$ cat src/mmcf_pkg.sv
// Shared constants, codes and controller/datapath interface types for the mean cycle finder.
package mmcf_pkg;

	localparam int MAX_NODES  = 32;
	localparam int NODE_W     = 5;
	localparam int LVL_W      = 6;
	localparam int WEIGHT_W   = 32;
	localparam int COST_W     = 41;
	localparam int DIFF_W     = 42;
	localparam int SUM_W      = 40;
	localparam int PROD_W     = DIFF_W + LVL_W + 1;
	localparam int EDGE_AW    = 2 * NODE_W;
	localparam int EDGE_DEPTH = MAX_NODES * MAX_NODES;
	localparam int WALK_AW    = LVL_W + NODE_W;
	localparam int WALK_DEPTH = (MAX_NODES + 1) * MAX_NODES;

	localparam logic CMD_EDGE = 1'b0;
	localparam logic CMD_RUN  = 1'b1;

	// controller -> datapath
	typedef struct packed {
		logic               edge_we;
		logic               clr_we;
		logic [EDGE_AW-1:0] clr_addr;
		logic               init_we;
		logic               bld_rd;
		logic               bld_first;
		logic               bld_wr;
		logic               top_rd;
		logic               top_ld;
		logic               srch_rd;
		logic               srch_ev;
		logic               srch_mul;
		logic               srch_cmp;
		logic               best_clr;
		logic               cur_ld_i;
		logic               cur_ld_best;
		logic               out_rd;
		logic               out_cur_ld;
		logic               emit;
		logic               emit_none;
		logic               emit_last;
		logic [LVL_W-1:0]   nv;
		logic [LVL_W-1:0]   k;
		logic [NODE_W-1:0]  a;
		logic [NODE_W-1:0]  b;
		logic [LVL_W-1:0]   s;
		logic [NODE_W-1:0]  i;
	} ctrl_t;

	// datapath -> controller
	typedef struct packed {
		logic             top_reach;
		logic             best_valid;
		logic [LVL_W-1:0] best_k;
	} stat_t;

endpackage

$ cat src/mmcf_ctrl.sv
// Sequencer for edge store clear, walk table build, candidate search and cycle output.
module mmcf_ctrl (
	input  logic                        clk,
	input  logic                        arst_n,
	input  logic                        start,
	input  logic                        cmd,
	input  logic                        node_count_we,
	input  logic [mmcf_pkg::LVL_W-1:0]  node_count,
	output logic                        busy,
	output mmcf_pkg::ctrl_t             ctl,
	input  mmcf_pkg::stat_t             st
);
	import mmcf_pkg::*;

	typedef enum logic [13:0] {
		ST_CLEAR  = 14'b00000000000001,
		ST_IDLE   = 14'b00000000000010,
		ST_INIT   = 14'b00000000000100,
		ST_B_RD   = 14'b00000000001000,
		ST_B_WR   = 14'b00000000010000,
		ST_SI_RD  = 14'b00000000100000,
		ST_SI_CHK = 14'b00000001000000,
		ST_SK_RD  = 14'b00000010000000,
		ST_SK_EV  = 14'b00000100000000,
		ST_SK_MUL = 14'b00001000000000,
		ST_SK_CMP = 14'b00010000000000,
		ST_O_INIT = 14'b00100000000000,
		ST_O_EMIT = 14'b01000000000000,
		ST_O_WAIT = 14'b10000000000000
	} state_t;

	state_t             state_q;
	logic [LVL_W-1:0]   nc_q, nv_q, k_q, s_q;
	logic [NODE_W-1:0]  a_q, b_q, i_q;
	logic [EDGE_AW-1:0] clr_q;
	logic [LVL_W-1:0]   nv_m1;
	logic               a_last, b_last, i_last, k_last, at_best;

	assign nv_m1   = nv_q - LVL_W'(1);
	assign a_last  = ({1'b0, a_q} == nv_m1);
	assign b_last  = ({1'b0, b_q} == nv_m1);
	assign i_last  = ({1'b0, i_q} == nv_m1);
	assign k_last  = (k_q == nv_m1);
	assign at_best = (s_q == st.best_k);
	assign busy    = (state_q != ST_IDLE);

	always_ff @(posedge clk or negedge arst_n) begin
		if (!arst_n) begin
			state_q <= ST_CLEAR;
			nc_q    <= LVL_W'(MAX_NODES);
			nv_q    <= '0;
			k_q     <= '0;
			s_q     <= '0;
			a_q     <= '0;
			b_q     <= '0;
			i_q     <= '0;
			clr_q   <= '0;
		end else begin
			if (node_count_we) begin
				nc_q <= node_count;
			end
			case (state_q)
				ST_CLEAR: begin
					clr_q <= clr_q + EDGE_AW'(1);
					if (&clr_q) begin
						state_q <= ST_IDLE;
					end
				end
				ST_IDLE: begin
					if (start && cmd == CMD_RUN) begin
						nv_q    <= (nc_q > LVL_W'(MAX_NODES)) ? LVL_W'(MAX_NODES) : nc_q;
						a_q     <= '0;
						state_q <= (nc_q == '0) ? ST_O_INIT : ST_INIT;
					end
				end
				ST_INIT: begin
					a_q <= a_q + NODE_W'(1);
					if (a_last) begin
						a_q     <= '0;
						b_q     <= '0;
						k_q     <= '0;
						state_q <= ST_B_RD;
					end
				end
				ST_B_RD: begin
					a_q <= a_q + NODE_W'(1);
					if (a_last) begin
						a_q     <= '0;
						state_q <= ST_B_WR;
					end
				end
				ST_B_WR: begin
					state_q <= ST_B_RD;
					b_q     <= b_q + NODE_W'(1);
					if (b_last) begin
						b_q <= '0;
						k_q <= k_q + LVL_W'(1);
						if (k_last) begin
							i_q     <= '0;
							state_q <= ST_SI_RD;
						end
					end
				end
				ST_SI_RD: state_q <= ST_SI_CHK;
				ST_SI_CHK: begin
					if (st.top_reach) begin
						s_q     <= nv_m1;
						state_q <= ST_SK_RD;
					end else if (i_last) begin
						state_q <= ST_O_INIT;
					end else begin
						i_q     <= i_q + NODE_W'(1);
						state_q <= ST_SI_RD;
					end
				end
				ST_SK_RD:  state_q <= ST_SK_EV;
				ST_SK_EV:  state_q <= ST_SK_MUL;
				ST_SK_MUL: state_q <= ST_SK_CMP;
				ST_SK_CMP: begin
					if (s_q != '0) begin
						s_q     <= s_q - LVL_W'(1);
						state_q <= ST_SK_RD;
					end else if (i_last) begin
						state_q <= ST_O_INIT;
					end else begin
						i_q     <= i_q + NODE_W'(1);
						state_q <= ST_SI_RD;
					end
				end
				ST_O_INIT: begin
					if (st.best_valid) begin
						s_q     <= nv_q;
						state_q <= ST_O_EMIT;
					end else begin
						state_q <= ST_IDLE;
					end
				end
				ST_O_EMIT: state_q <= at_best ? ST_IDLE : ST_O_WAIT;
				ST_O_WAIT: begin
					s_q     <= s_q - LVL_W'(1);
					state_q <= ST_O_EMIT;
				end
				default: state_q <= ST_IDLE;
			endcase
		end
	end

	always_comb begin
		ctl          = '0;
		ctl.clr_addr = clr_q;
		ctl.nv       = nv_q;
		ctl.k        = k_q;
		ctl.a        = a_q;
		ctl.b        = b_q;
		ctl.s        = s_q;
		ctl.i        = i_q;
		case (state_q)
			ST_CLEAR:  ctl.clr_we = 1'b1;
			ST_IDLE: begin
				ctl.edge_we  = start && cmd == CMD_EDGE;
				ctl.best_clr = start && cmd == CMD_RUN;
			end
			ST_INIT:   ctl.init_we = 1'b1;
			ST_B_RD: begin
				ctl.bld_rd    = 1'b1;
				ctl.bld_first = (a_q == '0);
			end
			ST_B_WR:   ctl.bld_wr = 1'b1;
			ST_SI_RD:  ctl.top_rd = 1'b1;
			ST_SI_CHK: begin
				ctl.top_ld   = 1'b1;
				ctl.cur_ld_i = 1'b1;
			end
			ST_SK_RD:  ctl.srch_rd = 1'b1;
			ST_SK_EV:  ctl.srch_ev = 1'b1;
			ST_SK_MUL: ctl.srch_mul = 1'b1;
			ST_SK_CMP: ctl.srch_cmp = 1'b1;
			ST_O_INIT: begin
				ctl.emit_none   = !st.best_valid;
				ctl.cur_ld_best = st.best_valid;
			end
			ST_O_EMIT: begin
				ctl.emit      = 1'b1;
				ctl.emit_last = at_best;
				ctl.out_rd    = !at_best;
			end
			ST_O_WAIT: ctl.out_cur_ld = 1'b1;
			default: ;
		endcase
	end

endmodule

$ cat config.mk
export PLATFORM = sky130hd
export DESIGN_NAME = mmcf_ctrl
export DESIGN_NICKNAME = d
export VERILOG_FILES = /design/src/mmcf_pkg.sv /design/src/mmcf_ctrl.sv
export SDC_FILE = /design/constraint.sdc
export NUM_CORES = 1
export LEC_CHECK = 0
export BUFFER_PORTS_ARGS = -buffer_cell sky130_fd_sc_hd__buf_2
export CORE_ASPECT_RATIO = 1.25
export CORE_MARGIN = 1
export CORE_UTILIZATION = 44
export DETAILED_ROUTE_END_ITERATION = 7
export GPL_ROUTABILITY_DRIVEN = 0
export PLACE_DENSITY = 0.76
export SYNTH_ARGS = -nofsm -noshare
export SYNTH_HDL_FRONTEND = slang
export SYNTH_SLANG_ARGS = --single-unit
$ cat constraint.sdc
create_clock -name clk -period 8.6 [get_ports clk]
set_input_delay 1.29 -clock clk [delete_from_list [all_inputs] [get_ports clk]]
set_output_delay 1.29 -clock clk [all_outputs]
set_load 0.02 [all_outputs]
Yosys cells after proc, flatten, opt, wreduce, memory -nomap -nowiden
Index checks and enable logic that the tools add are counted.
Word-level totals
  register bits: 63
  input port bits: 19
  output and inout port bits: 64
Cells by class
  add/subtract/negate cells: 7
  magnitude comparators: 1
  equal/unequal tests: 31
  muxes and demuxes: 51
  bitwise operators: 1
  reduce and logical (&&, ||, !) cells: 20
Operator list (number)
  14-bit case mux with 14 select lines: 1
  14-bit two-way mux: 6
  6-bit two-way mux: 8
  5-bit two-way mux: 9
  12-bit two-way mux: 3
  6-bit case mux with 4 select lines: 1
  2-bit inequality test (second input constant): 11
  5-bit case mux with 2 select lines: 2
  5-bit by 6-bit equality test with 1-bit output: 3
  1-bit two-way mux: 17
  5-bit by 1-bit adder with 5-bit output (second input constant): 3
  5-bit case mux with 3 select lines: 1
  14-bit by 1-bit equality test with 1-bit output (second input constant): 1
  14-bit by 10-bit equality test with 1-bit output (second input constant): 1
  14-bit by 11-bit equality test with 1-bit output (second input constant): 1
  14-bit by 12-bit equality test with 1-bit output (second input constant): 1
  14-bit by 13-bit equality test with 1-bit output (second input constant): 1
  14-bit equality test (second input constant): 1
  14-bit by 2-bit equality test with 1-bit output (second input constant): 1
  14-bit by 3-bit equality test with 1-bit output (second input constant): 1
  14-bit by 4-bit equality test with 1-bit output (second input constant): 1
  14-bit by 5-bit equality test with 1-bit output (second input constant): 1
  14-bit by 6-bit equality test with 1-bit output (second input constant): 1
  14-bit by 7-bit equality test with 1-bit output (second input constant): 1
  other kinds (26): 34

Logic depth before layout (Yosys ltp)
Gate-level depths: netlist of the first run.
  depth in word-level cells: 5
  gate-level depth with buffers: 11
  mapped depth without buffers: 8

Worst setup path after synthesis of the first run
OpenSTA, ideal clock, no wires.
  path type: reg2out
  from: reg state_q[3]
  to: out ctl[33] in the netlist's numbering
  arrival: 2452 ps
  path slack: 4858 ps
  cell stages (with the launch flop): 5
  path buffers: 1
  cell sequence: dfrtp_1 or4_4 buf_6 or4_1 nor4_1
RTL lines
  start: declaration: line mmcf_ctrl.sv:32  | state_t state_q;
  start signal: assignment: line mmcf_ctrl.sv:73  | state_q <= (nc_q == '0) ? ST_O_INIT : ST_INIT;
  start signal: assignment: line mmcf_ctrl.sv:138  | ST_O_EMIT: state_q <= at_best ? ST_IDLE : ST_O_WAIT;
  end: declaration: line mmcf_ctrl.sv:10  | output mmcf_pkg::ctrl_t ctl,

==> results.txt, run 1 <==
The flow ran to the end, and the final reports show no timing, DRC or antenna violations. The violation count after the first detailed-routing iteration is 337, and the synthesized-area fraction occupied by ao, oa, aoi and oai cells is 12.6%. The die height is 110 um. The distinct cell type count after synthesis came out at 64.

The run gives 0 as the count of antenna diodes in the layout. In this design, the stage delay of the slowest critical-path cell is 690 ps. The number of global-route vias before repair was 3427. The cell sitting at the root of the clock tree is a clkbuf_16. Setup violations remaining at the end of the flow were counted as 0. The worst-case IR drop observed on VDD is 0.178 mV. The tools report the placed wire-length estimate after detailed placement as 7.74 mm. The count of cells along the worst register-to-register path works out to 8. Setup repair after global routing left no endpoint under its margin. The count of nets left with antenna violations once routing finished came out at 0.

The number of pins with negative max-slew slack in the final report was 0; the total global-route track usage was 22.4%. Prevailing post-synth register cell: dfrtp_1. For the setup TNS after final layout, the log shows 0 ps. Summing the areas of all fa, ha and maj instances in the mapped netlist gives 2.42% of the synthesized area. Dividing the detail-routed wire length by the instance count gives 16.3 um. The worst max-slew margin expressed relative to the limit is 19.0%, and the design area is 0.00491 sq mm.

The DRC violations left is 0. The tools report the clock tree skew after final layout as 9.98 ps. The critical path is of the reg -> out type.

The core region is 0.00913 sq mm. Entering global routing, the biggest net connects 64 pins. The part of the power in combinational logic is 46.1%, and the total I/O pin count is 83. The kind of launch point of the worst setup path was a register. The cell row count is 39, and the flop-to-flop setup slack is 5240 ps. Across all layers, the routed design uses 3627 vias. The largest family of logic cells by synthesized area is simple AND/OR/NAND/NOR gates.

When the netlist entered floorplanning its net count stood at 466. The first global-routing pass estimated 16.8 mm of wire. After layout, the worst path uses 48.0% of the clock period. Count of yosys warnings during synthesis: 0.

For the number of violations of the max-capacitance limit, the log shows 0. Once placement completed, the tool counted placed cells totaling 624. The tools report the final global-route overflow total as 0. The register clock-pin slew on the reported worst setup and hold paths came out at 50 ps. Once routing completed, OpenROAD measured the worst setup slack at 4470 ps. Cell type with the highest occurrence count on the critical path: or4_1.

In this run the power density over the cells is 308 mW/mm^2. The area growth from synthesis to layout is 18.6%. The first TritonRoute pass finished after 5 iterations. The path class of the tightest hold or removal check is reg -> reg. Of all nets on the critical path, the largest fanout is 8.

Clock latency on the worst-skew pair, taken at its later pin, is 330 ps. The share of synthesized area occupied by flip-flops and latches is 38.1%. The synthesized design contains 0 enable-type register cells.

On the final layout, the worst hold slack is 487 ps. The startpoint identified for the worst register-to-register timing path is nv_q[0]. For this run, the share of the core covered by cells in the final layout is 53.9%. Registers are responsible for 29.3% of the overall power. STA classifies the critical path endpoint as an output port.

The die width is 88.8 um, and the synthesis-stage register bit count is 63. After clock tree synthesis, the setup repair step added 0 buffers. Average vias per placed instance: 5.67. The post-synthesis share of cell area spent on and, or, nand and nor gates is 24.7%, and the shortest period the worst path allows is 4130 ps. The tools report the worst reg2reg path endpoint as k_q[3]. Cell with the largest stage delay on the worst path: or4_1. The logs give 0.00414 sq mm for the cell area after synthesis and 616 uW for the net switching power figure. The total length of routed met3 wires was 642 um. The count of instances resized after the clock tree is built is 0, and the number of failing hold endpoints at the final stage is 0. Fraction of synthesis flops using an asynchronous set or reset pin: 100%. The highest layer touched by signal routing is met4. The net switching share of the total power came out at 40.8%. For the static leakage power, the log shows 2.37 nW. Summed over all layers, the routed wires come to 10.4 mm. TritonCTS built the clock tree. The final layout contains 539 nets. The maximum buffer depth of the clock tree is 2.

The worst min-delay path endpoint was clr_q[5]. The floorplan step defined a die boundary enclosing 0.00981 sq mm. A synthesized cell averages 9.44 sq um. Summing the areas of all xor and xnor instances in the mapped netlist gives 14.4% of the synthesized area.

The tools report the maximum clock rate as 0.242 GHz. The number of cells on the worst hold path works out to 1. After synthesis, the share of cell area in mux cells is 2.93%. The data required time at the worst endpoint came out at 7310 ps.

The worst hold path begins at clr_q[5]. The total of hold buffers inserted after clock tree synthesis is 0, and the count of buffers inserted at the top-level ports is 82. Excluding fillers, the count of instances in the completed layout stands at 640. Counting every instance in the synthesized netlist gives 439. Clock network fraction of design power: 24.6%. The transition time at the pin with the least slew margin was 1210 ps; the met2 wire length was 5.15 mm. The effective utilization at floorplan was 45.4%; the total placed instance area was 0.00460 sq mm. In the final routing, the length of wire on met1 measures 4.44 mm. Data arrives at the worst endpoint at 2840 ps. The number of antenna violations at the first check in global routing is 0, and the pre-CTS setup slack is 4870 ps.

The share of final-layout standard cells stronger than drive strength 1 was 24.6%; the clock sink total was 63. Clock tree synthesis inserted a total of 9 buffers. In this run the number of H-tree levels came out at 3.

Overall power consumption after layout is estimated at 1.51 mW. Internal power comes to 896 uW. The signal on the critical path passes through or4_1 -> or4_1 -> nor4_1 -> buf_2.
## flip-flops by register name, summed over array words and instances (netlist names)
| register | count |
|---|---|
| state_q | 14 |
| clr_q | 10 |
| k_q | 6 |
| nc_q | 6 |
| nv_q | 6 |
| s_q | 6 |
| a_q | 5 |
| b_q | 5 |
| i_q | 5 |
## cells by family (layout without fill, tap and decap cells)
family          Yosys count  in the layout
fa+ha+maj                 8              8
xor+xnor                 55             55
mux                      11             11
simple gates            181            181
compound gates           76             76
flops                    63             63
buf+inv                  45            123
## power groups by stage
| stage | clock (mW) | combinational [mW] | sequential, mW |
|---|---|---|---|
| floorplan | 0 | 0.524 | 0.443 |
| global placement | 0 | 0.683 | 0.444 |
| detailed placement | 0 | 0.692 | 0.446 |
| CTS | 0.378 | 0.696 | 0.442 |
| global route | 0.391 | 0.763 | 0.455 |
| finish | 0.371 | 0.698 | 0.443 |
## worst max-delay path, delay by kind of cell, from the launching register on
kind | cells | cell delay [ps]
DFF | 1 | 460
and+or+nand+nor | 3 | 1800
buffers and inverters | 1 | 250
## cell usage in the layout (no fill, tap or decap), types with 3 or more instances in the layout
cell type	count
a222oi_1	3
dfrtp_1	61
xnor3_1	5
o21ai_0	30
nor4b_1	5
or2_2	3
or3b_2	3
nand3_1	18
o22ai_1	4
xnor2_1	27
a21oi_1	11
clkbuf_8	3
ha_1	8
or4_1	5
nand4_1	13
nand3b_1	6
a31oi_1	4
nor4_1	6
or4_4	4
nand2_1	32
clkbuf_16	9
nor3b_1	4
and4_1	5
and2_1	4
buf_2	82
o31a_1	3
or3_1	7
and3_1	3
nand2b_1	5
nor2_1	32
xor2_1	20
inv_1	23
mux2_2	9
nor3_1	17
xor3_1	3
## how the worst max path moves through the flow
stage                          start      end  cells after the start
final                     state_q[5]  ctl[33]                      4
after global routing      state_q[5]  ctl[33]                      4
after CTS                 state_q[5]  ctl[33]                      4
after detailed placement  state_q[5]  ctl[33]                      4
after global placement    state_q[5]  ctl[33]                      4
after floorplan           state_q[3]  ctl[33]                      4
## synthesized netlist by cell type (all sizes together) (5+ instances only)
library cell	instances	area share [%]
dfrtp	61	37
nand2	32	2.9
nor2	32	2.9
o21ai	32	4.1
xnor2	27	5.7
inv	24	2.2
xor2	20	4.2
nand3	19	2.4
nor3	17	2.1
nand4	13	2.0
a21oi	11	1.3
buf	11	1.8
clkbuf	10	0.91
mux2	9	2.4
or4	9	2.0
ha	8	2.4
nor4	8	1.5
or3	7	1.1
nand3b	6	1.1
and4	5	1.1
nand2b	5	0.76
nor4b	5	1.1
xnor3	5	2.7
## layer usage
metal	GRT usage, %	vias to the layer above
li1	-	1730
met1	28.6	1724
met2	36.8	154
met3	4.71	19
met4	7.96	0
met5	0	-
## cell type report
class	count	area (sq um)
clock inverter	3	40.0
fill	824	4210
timing repair buffer	83	418
multi-input combinational	331	2360
inverter	24	90.1
tap	123	154
sequential	63	1580
clock buffer	13	270
No activity file was read; power rests on OpenSTA's default activity.
==> run 2: changes to the inputs <==
==> constraint.sdc (replaced) <==
create_clock -name clk -period 4.3 [get_ports clk]
set_input_delay 0.645 -clock clk [delete_from_list [all_inputs] [get_ports clk]]
set_output_delay 0.645 -clock clk [all_outputs]
set_load 0.02 [all_outputs]
==> run 2 against run 1 <==
  * Wire length is 1.7% lower
  * First-iteration DRC count is 28% lower
  * Worst hold slack worse by 150 ps
  * Utilization shrank 0.22 points
  * Combinational power is 98% higher
  * Setup slack worse by 3600 ps
  * Sequential power grew 100%
  * Sequential share of layout area up 0.13 points
  * Register-to-register slack lost 4200 ps
  * Clock skew down 3.3 ps
  * Critical endpoint unchanged
  * Critical path depth unchanged
  * Die area did not move
==> results.txt, run 2 (synthesis results as in run 1) <==
The worst setup path is launched from a register. The share of final-layout standard cells stronger than drive strength 1 came out at 24.6%. The count of buffers added on input and output ports is 82. The logs give 2 for the maximum buffer depth of the clock tree and 45.4% for the effective utilization at floorplan.

Pin placement for this block handled 83 I/O pins. Summed over all layers, the global routing overflow is 0. The routed design has 10.2 mm of wire.

After the last flow step, the layout net total stands at 539. The run gives 330 ps as the clock latency on the worst-skew pair. In this run the static leakage power is 2.36 nW. The H-tree was split into 3 levels. The kind of end point of the critical path was an output port.

The class of the worst hold path was in -> async. The clock drives 63 sinks. The number of search-and-repair iterations in the first detailed-routing pass came out at 6. In this run the critical register-to-register path is launched from nv_q[0]. Post-CTS timing repair inserted 0 buffers for setup. The logs give 0.00460 sq mm for the total placed instance area and 624 for the placed instance count. The tools report the post-route antenna net violation count as 0.

The CTS buffer count came out at 9. From synthesis to final layout, the design area changed by 18.2%. For this run, the share of the core covered by cells in the final layout is 53.6%. For the number of antenna violations at the first check in global routing, the log shows 0. Final instance count without filler cells: 640. The die width is 88.8 um. The first global-routing pass estimated 16.6 mm of wire. The flow ran to the end, and the final reports show no timing, DRC or antenna violations. The smallest clock period supported by the final layout is computed as 3430 ps. The repair_antennas step left the layout with diodes totalling 0. Measured against its own limit, the worst slew margin works out to 27.6%. The number of pins with negative max-slew slack in the final report was 0; the placed wire-length estimate after detailed placement was 7.98 mm. The tool flagged a number of max-cap violations equal to 0. The number of failing hold endpoints at the final stage is 0, and the transition time at the pin with the least slew margin is 1080 ps. The worst register-to-register path ends at k_q[0].

Die area: 0.00981 sq mm. The number of flip-flops in the largest register is 14, and the setup TNS after final layout is 0 ps. IR analysis of the VDD net gives a maximum drop of 0.254 mV. After floorplanning, the core was sized to cover 0.00913 sq mm.

The run gives 0 as the count of instances resized after the clock tree is built. In this run the power density over the cells is 607 mW/mm^2. The count of cells along the worst register-to-register path is 8, and the flop-to-flop setup slack is 1070 ps. The cell sitting at the root of the clock tree is a clkbuf_16. With fillers left out, the area of the finished cells amounts to 0.00489 sq mm.

The kind of critical path is reg -> out. The total global-route track usage was 22.3%; the data required time at the worst endpoint was 3650 ps. The biggest fanout along the worst timing path is 8. Setup repair after global routing left no endpoint under its margin.

TritonCTS built the clock tree. Leaving out fill and tap cells, the most frequent cells in the layout are 82 x buf_2, 61 x dfrtp_1, 32 x nor2_1, 32 x nand2_1, 30 x o21ai_0. Entering global routing, the biggest net connects 36 pins. In the finished design, the share of the clock period the worst path needs comes to 79.7%. Critical path arrival: 2780 ps. For the number of fill cells, the log shows 848. Row generation in the floorplan step produced 39 rows.

Top register by number of flip-flops: state_q. The largest registers in the layout are state_q (14), clr_q (10). After detailed routing, the average wire length per cell comes to 16.0 um. The routed layout has 3623 vias.

In this run, the number of DRC markers left after iteration 0 of detailed routing was 244. The tools report the count of final setup violators as 0. The run gives 0 as the DRC violations left.

In the routed layout, each cell is associated on average with a via count of 5.66. The number of global-route vias before repair is 3442. Leaving out fill and tap cells, the most frequent cell in the layout is buf_2. Hold repair after CTS inserted 0 buffers.

The die is 110 um tall. The register clock-pin slew on the reported worst setup and hold paths was 50 ps. The clock tree skew after final layout is 6.70 ps, and the maximum clock rate is 0.292 GHz.
[run 2: changes by cell type in the layout (fill, tap and decap cells not counted), sizes merged]
cell,previous run,this run
clkbuf,13,10
clkinv,2,4
clkinvlp,0,1
[run 2: power by group]
part / switching [mW] / internal, mW
sequential: 0.201 / 0.685
clock: 0.254 / 0.445
combinational: 0.771 / 0.612
total: 1.23 / 1.74
[run 2: how the worst max path moves through the flow]
stage                      startpoint  endpoint  slack [ps]  depth (start not counted)
after detailed placement      nv_q[0]    k_q[3]        1130                          8
final                      state_q[5]   ctl[33]         870                          4
after floorplan            state_q[3]   ctl[33]        1200                          4
after global routing      state_q[11]   ctl[40]         640                          4
after CTS                  state_q[5]   ctl[33]         870                          4
after global placement     state_q[5]   ctl[33]        1320                          4
[run 2: final cells by class]
cell class | count | area, sq um | share of cell area, %
Sequential cell | 63 | 1580 | 32.3
Timing Repair Buffer | 83 | 418 | 8.54
Inverter | 24 | 90.1 | 1.84
Multi-Input combinational cell | 331 | 2360 | 48.3
Clock buffer | 10 | 229 | 4.68
Clock inverter | 6 | 61.3 | 1.25
Tap cell | 123 | 154 | 3.14
[run 2: through the flow]
stage                     setup WS, ps  total power, mW  hold slack [ps]
final                              874             2.97              335
after global routing               645             3.18              379
after CTS                          865             2.99              346
after detailed placement          1130             2.27              481
after global placement            1320             2.24              476
after floorplan                   1200             1.93              349
[run 2: worst max-delay path, stage by stage, from the launching register on]
cell and delay [ps]:
dfrtp_1 470, or4_1 680, or4_1 630, nor4_1 430
buf_2 240
[run 2: routing by layer]
| metal | up-vias | share of wire, % | wire length, um | GRT usage, % |
|---|---|---|---|---|
| li1 | 1728 | - | - | - |
| met2 | 157 | 48 | 4940 | 35.6 |
| met4 | 0 | 3.7 | 381 | 11.9 |
| met5 | - | 0 | 0 | 0 |
| met3 | 28 | 6.1 | 622 | 5.08 |
| met1 | 1710 | 42 | 4300 | 27.6 |
